`config.mk`:
```
export PLATFORM = sky130hd
export DESIGN_NAME = rgb_led_fade_slew_controller_core_flat
export DESIGN_NICKNAME = d
export VERILOG_FILES = /design/src/rtl/core/rlfs_pkg.sv /design/src/rtl/core/rlfs_ifs.sv /design/src/rtl/core/rlfs_lane.sv /design/src/rtl/core/rlfs_merge.sv /design/src/rtl/core/rgb_led_fade_slew_controller_core.sv /design/src/flat_wrapper.sv
export SDC_FILE = /design/constraint.sdc
export NUM_CORES = 1
export LEC_CHECK = 0
export BUFFER_PORTS_ARGS = -buffer_cell sky130_fd_sc_hd__buf_2
export CORE_UTILIZATION = 57
export CTS_BUF_LIST = sky130_fd_sc_hd__clkbuf_4
export CTS_CLUSTER_DIAMETER = 100
export DETAILED_ROUTE_END_ITERATION = 10
export GPL_TIMING_DRIVEN = 0
export PLACE_DENSITY = 0.74
export SLEW_MARGIN = 5
export SYNTH_ARGS = -nofsm -noshare
export SYNTH_HDL_FRONTEND = slang
export SYNTH_HIERARCHICAL = 1
export SYNTH_SLANG_ARGS = --single-unit
```
`constraint.sdc`:
```
create_clock -name clk_i -period 7.9 [get_ports clk_i]
set_clock_uncertainty 0.2 [all_clocks]
set_input_delay 0.395 -clock clk_i [delete_from_list [all_inputs] [get_ports clk_i]]
set_output_delay 0.395 -clock clk_i [all_outputs]
set_load 0.05 [all_outputs]
```
`src/rtl/core/rlfs_pkg.sv`:
```
// Shared types, constants and the note colour table of the RGB fade/slew controller.
package rlfs_pkg;

  localparam int unsigned NUM_LANES  = 3;   // red, green, blue
  localparam int unsigned NUM_NOTES  = 12;
  localparam int unsigned LEVEL_W    = 8;
  localparam int unsigned TIME_W     = 32;
  localparam int unsigned CFG_DATA_W = 10;
  localparam int unsigned CFG_ADDR_W = 2;
  localparam int unsigned DIV_STEPS  = LEVEL_W;
  localparam int unsigned DIV_CNT_W  = $clog2(DIV_STEPS + 1);

  // Operation codes of a request
  localparam logic [1:0] OP_DIM    = 2'd0;
  localparam logic [1:0] OP_NOTE   = 2'd1;
  localparam logic [1:0] OP_DIRECT = 2'd2;

  // Configuration register indexes
  localparam logic [CFG_ADDR_W-1:0] REG_FADE_PERIOD      = 2'd0;
  localparam logic [CFG_ADDR_W-1:0] REG_FADE_IN_INTERVAL = 2'd1;

  localparam logic [CFG_DATA_W-1:0] FADE_PERIOD_RST      = 10'd10;
  localparam logic [CFG_DATA_W-1:0] FADE_IN_INTERVAL_RST = 10'd5;

  // Colour weights per note, packed {red, green, blue}, 2 bits each
  localparam logic [5:0] WEIGHT_TAB [NUM_NOTES] = '{
    6'b10_00_00, 6'b10_01_00, 6'b10_10_00, 6'b01_10_00,
    6'b00_10_00, 6'b00_10_01, 6'b00_10_10, 6'b00_01_10,
    6'b00_00_10, 6'b01_00_10, 6'b10_00_10, 6'b10_00_01
  };

  typedef enum logic [1:0] {
    LANE_NOP,
    LANE_SLEW,
    LANE_DIM
  } lane_cmd_e;

  typedef struct packed {
    logic                  start;
    lane_cmd_e             cmd;
    logic                  slew_en;
    logic [CFG_DATA_W-1:0] divisor;
  } lane_ctl_t;

  // Weight (0..2) times a 7-bit volume, at most 254
  function automatic logic [LEVEL_W-1:0] note_goal(input logic [1:0] weight,
                                                   input logic [6:0] vol);
    logic [LEVEL_W-1:0] res;
    unique case (weight)
      2'd1:    res = {1'b0, vol};
      2'd2:    res = {vol, 1'b0};
      default: res = '0;
    endcase
    return res;
  endfunction

endpackage

```
`src/rtl/core/rlfs_ifs.sv`:
```
// Request, response and configuration channel interfaces.
interface rlfs_req_if;
  logic        valid;
  logic        ready;
  logic [1:0]  op;
  logic [31:0] now_ms;
  logic [3:0]  note_index;
  logic [6:0]  volume;
  logic [7:0]  red_target;
  logic [7:0]  green_target;
  logic [7:0]  blue_target;

  modport source (output valid, op, now_ms, note_index, volume, red_target, green_target,
                  blue_target, input ready);
  modport sink (input valid, op, now_ms, note_index, volume, red_target, green_target,
                blue_target, output ready);
endinterface

interface rlfs_rsp_if;
  logic       valid;
  logic       ready;
  logic [7:0] red_duty;
  logic [7:0] green_duty;
  logic [7:0] blue_duty;
  logic       written;

  modport source (output valid, red_duty, green_duty, blue_duty, written, input ready);
  modport sink (input valid, red_duty, green_duty, blue_duty, written, output ready);
endinterface

interface rlfs_cfg_if;
  logic       valid;
  logic       ready;
  logic [1:0] addr;
  logic [9:0] data;

  modport source (output valid, addr, data, input ready);
  modport sink (input valid, addr, data, output ready);
endinterface

```
`src/rtl/core/rlfs_lane.sv`:
```
// One colour channel: level and goal registers, slew step and iterative dim divider.
module rlfs_lane (
  input  logic                         clk_i,
  input  logic                         rst_ni,
  input  rlfs_pkg::lane_ctl_t          ctl_i,
  input  logic [rlfs_pkg::LEVEL_W-1:0] goal_i,
  output logic [rlfs_pkg::LEVEL_W-1:0] level_o,
  output logic                         done_o
);
  import rlfs_pkg::*;

  logic [LEVEL_W-1:0]    level_q, level_d;
  logic [LEVEL_W-1:0]    goal_q, goal_d;
  logic [LEVEL_W-1:0]    dvd_q, dvd_d;
  logic [LEVEL_W-1:0]    quo_q, quo_d;
  logic [CFG_DATA_W-1:0] rem_q, rem_d;
  logic [CFG_DATA_W-1:0] div_q, div_d;
  logic [DIV_CNT_W-1:0]  cnt_q, cnt_d;
  logic                  busy_q, busy_d;
  logic                  done_q, done_d;

  logic [CFG_DATA_W:0]   trial;
  logic [CFG_DATA_W:0]   diff;
  logic                  ge;
  logic [LEVEL_W-1:0]    quo_next;
  logic [LEVEL_W-1:0]    slewed;
  logic [LEVEL_W-1:0]    dimmed;

  // One restoring divide step per cycle
  always_comb begin
    trial    = {rem_q, dvd_q[LEVEL_W-1]};
    ge       = (trial >= {1'b0, div_q});
    diff     = trial - {1'b0, div_q};
    quo_next = {quo_q[LEVEL_W-2:0], ge};
  end

  // Move one count toward the new goal
  always_comb begin
    if (goal_i > level_q) begin
      slewed = level_q + LEVEL_W'(1);
    end else if (goal_i < level_q) begin
      slewed = level_q - LEVEL_W'(1);
    end else begin
      slewed = level_q;
    end
  end

  // Drop by the quotient, clamp at zero
  always_comb begin
    if (level_q == '0 || quo_next >= level_q) begin
      dimmed = '0;
    end else begin
      dimmed = level_q - quo_next;
    end
  end

  always_comb begin
    level_d = level_q;
    goal_d  = goal_q;
    dvd_d   = dvd_q;
    quo_d   = quo_q;
    rem_d   = rem_q;
    div_d   = div_q;
    cnt_d   = cnt_q;
    busy_d  = busy_q;
    done_d  = 1'b0;
    if (busy_q) begin
      dvd_d = {dvd_q[LEVEL_W-2:0], 1'b0};
      quo_d = quo_next;
      rem_d = ge ? diff[CFG_DATA_W-1:0] : trial[CFG_DATA_W-1:0];
      cnt_d = cnt_q - DIV_CNT_W'(1);
      if (cnt_q == DIV_CNT_W'(1)) begin
        level_d = dimmed;
        busy_d  = 1'b0;
        done_d  = 1'b1;
      end
    end else if (ctl_i.start) begin
      unique case (ctl_i.cmd)
        LANE_SLEW: begin
          goal_d = goal_i;
          if (ctl_i.slew_en) begin
            level_d = slewed;
          end
        end
        LANE_DIM: begin
          dvd_d  = goal_q;
          quo_d  = '0;
          rem_d  = '0;
          div_d  = ctl_i.divisor;
          cnt_d  = DIV_CNT_W'(DIV_STEPS);
          busy_d = 1'b1;
        end
        default: begin
        end
      endcase
    end
  end

  always_ff @(posedge clk_i or negedge rst_ni) begin
    if (!rst_ni) begin
      level_q <= '0;
      goal_q  <= '0;
      cnt_q   <= '0;
      busy_q  <= 1'b0;
      done_q  <= 1'b0;
    end else begin
      level_q <= level_d;
      goal_q  <= goal_d;
      cnt_q   <= cnt_d;
      busy_q  <= busy_d;
      done_q  <= done_d;
    end
  end

  always_ff @(posedge clk_i) begin
    dvd_q <= dvd_d;
    quo_q <= quo_d;
    rem_q <= rem_d;
    div_q <= div_d;
  end

  assign level_o = level_q;
  assign done_o  = done_q;

endmodule

```
`src/rtl/core/rlfs_merge.sv`:
```
// Output stage: gathers the three lane levels into one registered response.
module rlfs_merge (
  input  logic                                              clk_i,
  input  logic                                              rst_ni,
  input  logic                                              push_i,
  input  logic [rlfs_pkg::NUM_LANES-1:0][rlfs_pkg::LEVEL_W-1:0] duty_i,
  input  logic                                              written_i,
  output logic                                              ready_o,
  rlfs_rsp_if.source                                        rsp_o
);
  import rlfs_pkg::*;

  logic                              valid_q, valid_d;
  logic [NUM_LANES-1:0][LEVEL_W-1:0] duty_q;
  logic                              written_q;

  assign ready_o = !valid_q || rsp_o.ready;

  // Hold until the receiver takes the response
  always_comb begin
    valid_d = valid_q;
    if (push_i) begin
      valid_d = 1'b1;
    end else if (rsp_o.ready) begin
      valid_d = 1'b0;
    end
  end

  always_ff @(posedge clk_i or negedge rst_ni) begin
    if (!rst_ni) begin
      valid_q <= 1'b0;
    end else begin
      valid_q <= valid_d;
    end
  end

  always_ff @(posedge clk_i) begin
    if (push_i) begin
      duty_q    <= duty_i;
      written_q <= written_i;
    end
  end

  assign rsp_o.valid      = valid_q;
  assign rsp_o.red_duty   = duty_q[0];
  assign rsp_o.green_duty = duty_q[1];
  assign rsp_o.blue_duty  = duty_q[2];
  assign rsp_o.written    = written_q;

endmodule

```
`src/rtl/core/rgb_led_fade_slew_controller_core.sv`:
```
// Top level of the RGB LED fade/slew controller: control, timers, lanes and output stage.
//
// Usage:
//   req_i carries one request per event: op (dim, note, direct), a wrapping millisecond
//   timestamp and the note or direct target fields. rsp_o returns exactly one response
//   per request: the three duty levels after the request and a written flag.
//   cfg_i writes fade_period (index 0) and fade_in_interval (index 1); it is always
//   ready and must only be used while no request is in flight.
// Sequencing:
//   Note, direct, unused-op and not-yet-due dim requests go from acceptance through the
//   push state into the registered response. A due dim request first runs the three
//   lane dividers, one quotient bit per cycle, then pushes. One request is in flight at
//   a time: the next is accepted only after the last response was pushed.
// Reset:
//   Levels, goals and both step timestamps clear to zero; fade_period resets to 10 and
//   fade_in_interval to 5. No response is pending after reset.
// Stall:
//   A response waits in the output register while rsp_o.ready is low; one more request
//   is still accepted and processed, then req_i.ready stays low until the slot frees.
module rgb_led_fade_slew_controller_core (
  input  logic       clk_i,
  input  logic       rst_ni,
  rlfs_req_if.sink   req_i,
  rlfs_rsp_if.source rsp_o,
  rlfs_cfg_if.sink   cfg_i
);
  import rlfs_pkg::*;

  localparam logic [1:0] ST_IDLE = 2'd0;
  localparam logic [1:0] ST_DIV  = 2'd1;
  localparam logic [1:0] ST_PUSH = 2'd2;

  logic [1:0]                        state_q, state_d;
  logic [CFG_DATA_W-1:0]             fade_period_q, fade_period_d;
  logic [CFG_DATA_W-1:0]             fade_in_q, fade_in_d;
  logic [TIME_W-1:0]                 last_dim_q, last_dim_d;
  logic [TIME_W-1:0]                 last_slew_q, last_slew_d;
  logic                              written_q, written_d;

  logic                              accept;
  logic                              dim_due;
  logic                              slew_due;
  logic [TIME_W-1:0]                 dim_gap;
  logic [TIME_W-1:0]                 slew_gap;
  logic [5:0]                        weights;
  logic [NUM_LANES-1:0][LEVEL_W-1:0] goal;
  logic [NUM_LANES-1:0][LEVEL_W-1:0] lane_level;
  logic [NUM_LANES-1:0]              lane_done;
  lane_ctl_t                         lane_ctl;
  logic                              push;
  logic                              push_ready;

  assign req_i.ready = (state_q == ST_IDLE);
  assign accept      = req_i.valid && req_i.ready;
  assign cfg_i.ready = 1'b1;

  // Wrapping gaps since the last dim and slew steps
  always_comb begin
    dim_gap  = req_i.now_ms - last_dim_q;
    slew_gap = req_i.now_ms - last_slew_q;
    dim_due  = dim_gap > {{(TIME_W-CFG_DATA_W){1'b0}}, fade_period_q};
    slew_due = slew_gap > {{(TIME_W-CFG_DATA_W){1'b0}}, fade_in_q};
  end

  // Goals per lane from the note table or the direct fields
  always_comb begin
    weights = (req_i.note_index < 4'(NUM_NOTES)) ? WEIGHT_TAB[req_i.note_index] : '0;
    for (int l = 0; l < NUM_LANES; l++) begin
      goal[l] = note_goal(weights[2*(NUM_LANES-1-l) +: 2], req_i.volume);
    end
    if (req_i.op == OP_DIRECT) begin
      goal[0] = req_i.red_target;
      goal[1] = req_i.green_target;
      goal[2] = req_i.blue_target;
    end
  end

  // Issue the lane command for the accepted request
  always_comb begin
    lane_ctl.start   = accept;
    lane_ctl.cmd     = LANE_NOP;
    lane_ctl.slew_en = slew_due;
    lane_ctl.divisor = (fade_period_q == '0) ? CFG_DATA_W'(1) : fade_period_q;
    if (req_i.op == OP_DIM && dim_due) begin
      lane_ctl.cmd = LANE_DIM;
    end else if (req_i.op == OP_NOTE || req_i.op == OP_DIRECT) begin
      lane_ctl.cmd = LANE_SLEW;
    end
  end

  for (genvar l = 0; l < NUM_LANES; l++) begin : g_lane
    rlfs_lane u_lane (
      .clk_i   (clk_i),
      .rst_ni  (rst_ni),
      .ctl_i   (lane_ctl),
      .goal_i  (goal[l]),
      .level_o (lane_level[l]),
      .done_o  (lane_done[l])
    );
  end

  assign push = (state_q == ST_PUSH) && push_ready;

  rlfs_merge u_merge (
    .clk_i     (clk_i),
    .rst_ni    (rst_ni),
    .push_i    (push),
    .duty_i    (lane_level),
    .written_i (written_q),
    .ready_o   (push_ready),
    .rsp_o     (rsp_o)
  );

  // Sequence a request: accept, optional divide, push the response
  always_comb begin
    state_d     = state_q;
    written_d   = written_q;
    last_dim_d  = last_dim_q;
    last_slew_d = last_slew_q;
    unique case (state_q)
      ST_IDLE: begin
        if (accept) begin
          state_d   = ST_PUSH;
          written_d = 1'b0;
          if (req_i.op == OP_DIM) begin
            if (dim_due) begin
              state_d    = ST_DIV;
              written_d  = 1'b1;
              last_dim_d = req_i.now_ms;
            end
          end else if (req_i.op == OP_NOTE || req_i.op == OP_DIRECT) begin
            written_d = 1'b1;
            if (slew_due) begin
              last_slew_d = req_i.now_ms;
            end
          end
        end
      end
      ST_DIV: begin
        if (lane_done[0]) begin
          state_d = ST_PUSH;
        end
      end
      ST_PUSH: begin
        if (push_ready) begin
          state_d = ST_IDLE;
        end
      end
      default: begin
        state_d = ST_IDLE;
      end
    endcase
  end

  // Write configuration registers
  always_comb begin
    fade_period_d = fade_period_q;
    fade_in_d     = fade_in_q;
    if (cfg_i.valid && cfg_i.ready) begin
      unique case (cfg_i.addr)
        REG_FADE_PERIOD:      fade_period_d = cfg_i.data;
        REG_FADE_IN_INTERVAL: fade_in_d     = cfg_i.data;
        default: begin
        end
      endcase
    end
  end

  always_ff @(posedge clk_i or negedge rst_ni) begin
    if (!rst_ni) begin
      state_q       <= ST_IDLE;
      written_q     <= 1'b0;
      last_dim_q    <= '0;
      last_slew_q   <= '0;
      fade_period_q <= FADE_PERIOD_RST;
      fade_in_q     <= FADE_IN_INTERVAL_RST;
    end else begin
      state_q       <= state_d;
      written_q     <= written_d;
      last_dim_q    <= last_dim_d;
      last_slew_q   <= last_slew_d;
      fade_period_q <= fade_period_d;
      fade_in_q     <= fade_in_d;
    end
  end

  // Lanes report completion only during a dim divide
  a_done_in_div: assert property (@(posedge clk_i) disable iff (!rst_ni)
    (|lane_done) |-> (state_q == ST_DIV))
    else $error("lane finished outside of a dim divide");

  // All lanes finish together
  a_lanes_aligned: assert property (@(posedge clk_i) disable iff (!rst_ni)
    (|lane_done) |-> (&lane_done))
    else $error("lane dividers out of step");

  // Levels hold while no request is in flight
  a_levels_hold: assert property (@(posedge clk_i) disable iff (!rst_ni)
    (state_q == ST_IDLE && !accept) |=> $stable(lane_level))
    else $error("levels changed while idle");

  // A push always leaves a response pending
  a_push_valid: assert property (@(posedge clk_i) disable iff (!rst_ni)
    push |=> rsp_o.valid)
    else $error("pushed response not presented");

endmodule

```
`src/flat_wrapper.sv`:
```
// flat-port wrapper written by rule: the top's interface ports become plain ports
module rgb_led_fade_slew_controller_core_flat import rlfs_pkg::*;
  (clk_i, rst_ni, req_i_valid, req_i_op, req_i_now_ms, req_i_note_index, req_i_volume, req_i_red_target, req_i_green_target, req_i_blue_target, req_i_ready, rsp_o_valid, rsp_o_red_duty, rsp_o_green_duty, rsp_o_blue_duty, rsp_o_written, rsp_o_ready, cfg_i_valid, cfg_i_addr, cfg_i_data, cfg_i_ready);
  rlfs_req_if req_i_i ();
  rlfs_rsp_if rsp_o_i ();
  rlfs_cfg_if cfg_i_i ();
  input  logic clk_i;
  input  logic rst_ni;
  input wire logic [$bits(req_i_i.valid)-1:0] req_i_valid;
  input wire logic [$bits(req_i_i.op)-1:0] req_i_op;
  input wire logic [$bits(req_i_i.now_ms)-1:0] req_i_now_ms;
  input wire logic [$bits(req_i_i.note_index)-1:0] req_i_note_index;
  input wire logic [$bits(req_i_i.volume)-1:0] req_i_volume;
  input wire logic [$bits(req_i_i.red_target)-1:0] req_i_red_target;
  input wire logic [$bits(req_i_i.green_target)-1:0] req_i_green_target;
  input wire logic [$bits(req_i_i.blue_target)-1:0] req_i_blue_target;
  output wire logic [$bits(req_i_i.ready)-1:0] req_i_ready;
  output wire logic [$bits(rsp_o_i.valid)-1:0] rsp_o_valid;
  output wire logic [$bits(rsp_o_i.red_duty)-1:0] rsp_o_red_duty;
  output wire logic [$bits(rsp_o_i.green_duty)-1:0] rsp_o_green_duty;
  output wire logic [$bits(rsp_o_i.blue_duty)-1:0] rsp_o_blue_duty;
  output wire logic [$bits(rsp_o_i.written)-1:0] rsp_o_written;
  input wire logic [$bits(rsp_o_i.ready)-1:0] rsp_o_ready;
  input wire logic [$bits(cfg_i_i.valid)-1:0] cfg_i_valid;
  input wire logic [$bits(cfg_i_i.addr)-1:0] cfg_i_addr;
  input wire logic [$bits(cfg_i_i.data)-1:0] cfg_i_data;
  output wire logic [$bits(cfg_i_i.ready)-1:0] cfg_i_ready;
  assign req_i_i.valid = req_i_valid;
  assign req_i_i.op = req_i_op;
  assign req_i_i.now_ms = req_i_now_ms;
  assign req_i_i.note_index = req_i_note_index;
  assign req_i_i.volume = req_i_volume;
  assign req_i_i.red_target = req_i_red_target;
  assign req_i_i.green_target = req_i_green_target;
  assign req_i_i.blue_target = req_i_blue_target;
  assign req_i_ready = req_i_i.ready;
  assign rsp_o_valid = rsp_o_i.valid;
  assign rsp_o_red_duty = rsp_o_i.red_duty;
  assign rsp_o_green_duty = rsp_o_i.green_duty;
  assign rsp_o_blue_duty = rsp_o_i.blue_duty;
  assign rsp_o_written = rsp_o_i.written;
  assign rsp_o_i.ready = rsp_o_ready;
  assign cfg_i_i.valid = cfg_i_valid;
  assign cfg_i_i.addr = cfg_i_addr;
  assign cfg_i_i.data = cfg_i_data;
  assign cfg_i_ready = cfg_i_i.ready;
  rgb_led_fade_slew_controller_core u_core (.clk_i(clk_i), .rst_ni(rst_ni), .req_i(req_i_i), .rsp_o(rsp_o_i), .cfg_i(cfg_i_i));
endmodule
```
# Word level (Yosys, flattened, before mapping)
# Memories as Yosys holds them, arrays and structs flattened.
# Index checks and enable logic that the tools add are counted.
[op_classes] n_addsub=17 multipliers=0 div=0 order_cmp=16 eq_ne=22 n_shift=0 n_mux=82 n_bitwise=5 reduce_logical=51
[op_table] op="$mux W8" n=33
[op_table] op="$mux W10" n=9
[op_table] op="$gt A32 B10 Y1" n=2
[op_table] op="$sub A32 B32 Y32" n=2
[op_table] op="$pmux W8 S2" n=3
[op_table] op="$mux W7" n=5
[op_table] op="$ge A11 B10 Y1" n=3
[op_table] op="$sub A10 B10 Y10" n=3
[op_table] op="$reduce_bool A2 Y1" n=13
[op_table] op="$add A8 B1 Y8 const B" n=3
[op_table] op="$ge A8 B8 Y1" n=3
[op_table] op="$gt A8 B8 Y1" n=3
[op_table] op="$logic_not A8 Y1" n=3
[op_table] op="$lt A8 B8 Y1" n=3
[op_table] op="$mux W24" n=1
[op_table] op="$sub A8 B1 Y8 const B" n=3
[op_table] op="$sub A8 B8 Y8" n=3
[op_table] op="$reduce_and A3 Y1" n=7
[op_table] op="$mux W4" n=5
[op_table] op="$reduce_and A5 Y1" n=4
[op_table] op="$mux W6" n=3
[op_table] op="$mux W1" n=16
[op_table] op="$eq A2 B1 Y1 const B" n=7
[op_table] op="$reduce_and A2 Y1" n=7
[op_table] op="other kinds (18)" n=49
[word_totals] register_bits=282 latch_bits=0 mem_bits_rw=0 rom_bits=96 in_bits=86 out_inout_bits=28 word_cells=233 memories=1
[memory_table] memory="(no name shown)" words=16 word_bits=6 rd=1 rd_clocked_by_memory_dff=0 wr=0 line_no="rgb_led_fade_slew_controller_core.sv:67" source="weights = (req_i.note_index < 4'(NUM_NOTES)) ? WEIGHT_TAB[req_i.note_index] : '0;"

# Longest topological paths before layout
[logic_depth] word_depth=15 depth_mapped=26 depth_no_buf=25

# Hierarchy
# The synthesis kept the hierarchy.
[by_module_without_submodules] module="rgb_led_fade_slew_controller_core" instances=1 cells_each=1036 area_per_inst_um2=8852.2 seq_area_each_um2=2182.1
[by_module_without_submodules] module="rlfs_lane at u_core.g_lane[0].u_lane ..." instances=2 cells_each=359 area_per_inst_um2=3698.5 seq_area_each_um2=1591.5
[by_module_without_submodules] module="rlfs_lane at u_core.g_lane[2].u_lane" instances=1 cells_each=345 area_per_inst_um2=3609.7 seq_area_each_um2=1591.5
[by_module_without_submodules] module="rlfs_merge" instances=1 cells_each=28 area_per_inst_um2=798.3 seq_area_each_um2=775.7

# Worst setup path before layout
# Ideal clock, no wire load.
[synth_timing] path_type="input-to-reg" startpoint="input req_i_now_ms[0]" endpoint="register u_core.g_lane[0].u_lane.level_q[7]" setup_time_ps=124 t_arrival_ps=5253 required_time_ps=7576 slack_ps=2323 path_stages=25 path_buffers=0 cell_sequence="inv_1 ha_1 fa_1 nand2b_1 a21oi_1 nand2b_1 a21o_1 a21o_1 a21oi_1 xnor2_1 ha_1 nand2_1 o32a_1 o21ai_0 o311a_1 nand4_1 nor4_4 a21boi_0 nor2b_1 nand2_1 nor3_2 o22ai_1 a21oi_2 o31ai_1 a211o_1"
[synth_lines] item="start: declaration" line_no="flat_wrapper.sv:11" source="input wire logic [$bits(req_i_i.now_ms)-1:0] req_i_now_ms;"
[synth_lines] item="end signal: assignment" line_no="rlfs_lane.sv:107" source="level_q <= level_d;"
[synth_lines] item="end: declaration" line_no="rlfs_lane.sv:12" source="logic [LEVEL_W-1:0] level_q, level_d;"

==> out/results.ini <==
[finish]
layout-drive-gt1-share_pct = 17.63
fin_nets = 2688
fin_area_mm2 = 0.02366
area_growth_pct = 14.80
utilization_pct = 66.51

[worst_hold_path]
hold_class = input port to register

[synthesis]
yosysWarnings = 6
syn-mean-instance-area_um2 = 9.698
synth_cells = 2125
syn-num-nets = 2414
syn-cell-area_mm2 = 0.02061

[power]
p_sw_share_pct = 45.63
pwr-share-seq_pct = 26.3
powerDensity_mw_per_mm2 = 437.4
internal-power_mw = 5.626
power.leakage_nw = 10.54
power_frac_clock_pct = 13.1
p_sw_mw = 4.722
pwr-share-comb_pct = 60.6
ir_drop_uv = 266.1

[route]
drc = 0
viasPerCell = 5.981
wirelength_um = 54060
drt_first_pass_iters = 5
post_drt_wl_per_cell_um = 18.49
drt_iter0_markers = 1130
vias = 17490
ant_nets = 0

[timing]
setup_tns_ns = 0
fmax_ghz = 0.1468
setup_ws_ns = 1.088
worstMarginPinSlew_ns = 1.051
rsz0062_at_grt = false
hold_violations = 0
finalMaxSlewViolations = 0
finalSetupViolCount = 0
slew_headroom_pct = 29.84
fin_crit_ns = 6.812
finalCritPeriodShare_pct = 86.23

[worst_setup_path]
cp-start-kind = register
crit_required_ns = 8.35
cp-endpoint = u_core/g_lane[0].u_lane/level_o[5]
r2r-start = u_core/last_dim_q[1]
r2r.worst_path.cells = 23
crit_arrival_ns = 7.26
cpMaxStageDelayCell = nor2b_1
max_stage_delay_ns = 0.82
reg2reg_to = u_core/g_lane[0].u_lane/level_o[5]
crit_chain = inv_1 > ha_1 > nor2b_1 > o2111ai_1 > a21oi_1 > or2_2 > xor2_1 > ha_1 > a211oi_1 > o21ai_0 > o21ai_0 > o311a_1 > nand4_1 > nor4_4 > a21boi_2 > nor2b_1 > nand2_1 > nor3_2 > o22ai_1 > a21oi_2 > buf_2 > nor2_1 > a21oi_1
r2r_slack_ns = 1.09
crit_start = u_core/last_dim_q[1]
crit_fanout = 11
endpoint_kind = register
crit_type = register to register

[floorplanning]
row_count = 69
core_mm2 = 0.03557
die-area_mm2 = 0.03692
ios = 114
die-width_um = 192.1
die_y_um = 192.1
initial_core_util_pct = 57.94

[global_routing]
grt_pass1_vias = 17140
track_usage_pct = 29.69
grt_max_degree = 110
antenna_found_initial = 1
grt_pass1_wl_um = 86620
overflow = 0

[clocking]
h-tree-depth = 3
clockBufferDepth = 3
cts_tree = yes
cts_sinks = 282
cts-buffers-inserted = 78
cts.clk_slew.worst_paths_ns = 0.07
clock_insertion_delay_worst_skew_ns = 0.75
root_buffer = clkbuf_4
ctsResizeCount = 0
cts_setup_buffers = 0

[outcome]
status = complete, no violations

[flow_run]
cap_violations = 0

[placed_design]
routabilityCongestion = 0.9183
portBuffers = 111
pre_cts_ws_ns = 1.081
dpl-instance-area_mm2 = 0.02181
dp_hpwl_um = 39860

-- power groups by stage --
| stage | combinational, mW | sequential (mW) | clock [mW] |
|---|---|---|---|
| 3_3_place_gp | 5.91 | 2.72 | 0 |
| 5_1_grt | 6.96 | 2.80 | 1.48 |
| 6_report | 6.27 | 2.72 | 1.35 |
| 4_1_cts | 6.21 | 2.72 | 1.40 |
| 3_5_place_dp | 6.13 | 2.73 | 0 |
| 2_1_floorplan | 4.73 | 2.71 | 0 |
-- flip-flops by register name (all words and copies together), names as in the netlist, 2 cells and up --
register and cells:
u_core/last_dim_q 32, u_core/last_slew_q 32, u_core/g_lane.u_lane/div_q 30, u_core/g_lane.u_lane/rem_q 30, u_core/g_lane.u_lane/dvd_q 24, u_core/g_lane.u_lane/goal_q 24
u_core/g_lane.u_lane/level_o 24, u_core/g_lane.u_lane/quo_q 21, u_core/g_lane.u_lane/cnt_q 12, u_core/fade_in_q 10, u_core/fade_period_q 10, u_core/u_merge/rsp_o.blue_duty 8
u_core/u_merge/rsp_o.green_duty 8, u_core/u_merge/rsp_o.red_duty 8, u_core/g_lane.u_lane/busy_q 3, u_core/state_q 2
-- critical path, delay by kind of cell, from the launching register on --
kind | cells | cell delay, ns
flops | 1 | 0.40
compound gates | 10 | 2.28
fa+ha+maj | 2 | 0.54
buf+inv | 2 | 0.37
xor+xnor | 1 | 0.16
simple gates | 8 | 2.75
-- final cells by class --
type | instances | area (µm²)
Multi-Input combinational cell | 1542 | 11670
Clock inverter | 29 | 156.4
Inverter | 226 | 850.8
Antenna cell | 1 | 2.502
Timing Repair Buffer | 194 | 1441
Sequential cell | 282 | 7682
Fill cell | 2968 | 11910
Buffer | 75 | 419.2
Tap cell | 461 | 576.8
Clock buffer | 114 | 855.8
-- worst min-delay path by stage --
| stage | cells after the start | from | end |
|---|---|---|---|
| after CTS | 5 | req_i_op[1] | u_core/written_q |
| after floorplan | 0 | rst_ni | u_core/fade_in_q[1] |
| after global placement | 1 | u_core/g_lane[2].u_lane/dvd_q[0] | u_core/g_lane[2].u_lane/dvd_q[0] |
| after detailed placement | 1 | rst_ni | u_core/g_lane[2].u_lane/level_o[5] |
| after global routing | 4 | cfg_i_addr[0] | u_core/fade_period_q[2] |
| final | 4 | cfg_i_addr[0] | u_core/fade_period_q[4] |
-- per-layer routing --
layer | GRT usage, % | wire [µm]
met2 | 48.12 | 25420
met1 | 39.85 | 24220
met5 | 0 | 0
met4 | 11.24 | 1394
met3 | 4.714 | 3031
-- through the flow --
step / power, mW / hold WS [ns] / instances
floorplan: 7.434 / -0.1006 / 2125
global placement: 8.625 / 0.2562 / 2697
CTS: 10.32 / 0.02808 / 2923
detailed placement: 8.864 / 0.1244 / 2699
finish: 10.35 / 0.1026 / 2924
global route: 11.23 / 0.06252 / 2924
-- repair_timing --
action | CTS | global route
hold buffers | 81 | 0
endpoints found under the hold margin | 266 | 0
setup endpoints to repair | 0 | 0
-- layout by cell type (no fill, tap or decap), types with 46 or more instances in the layout --
| cell | count |
|---|---|
| nand2_1 | 154 |
| a21oi_1 | 152 |
| dfrtp_1 | 148 |
| o21a_1 | 46 |
| dlygate4sd3_1 | 80 |
| nor3_1 | 47 |
| buf_2 | 126 |
| nor2_1 | 121 |
| o21ai_0 | 121 |
| mux2_4 | 57 |
| edfxtp_1 | 127 |
| clkbuf_4 | 114 |
| inv_1 | 223 |
| ha_1 | 192 |
Power figures use the tool's default switching activity.
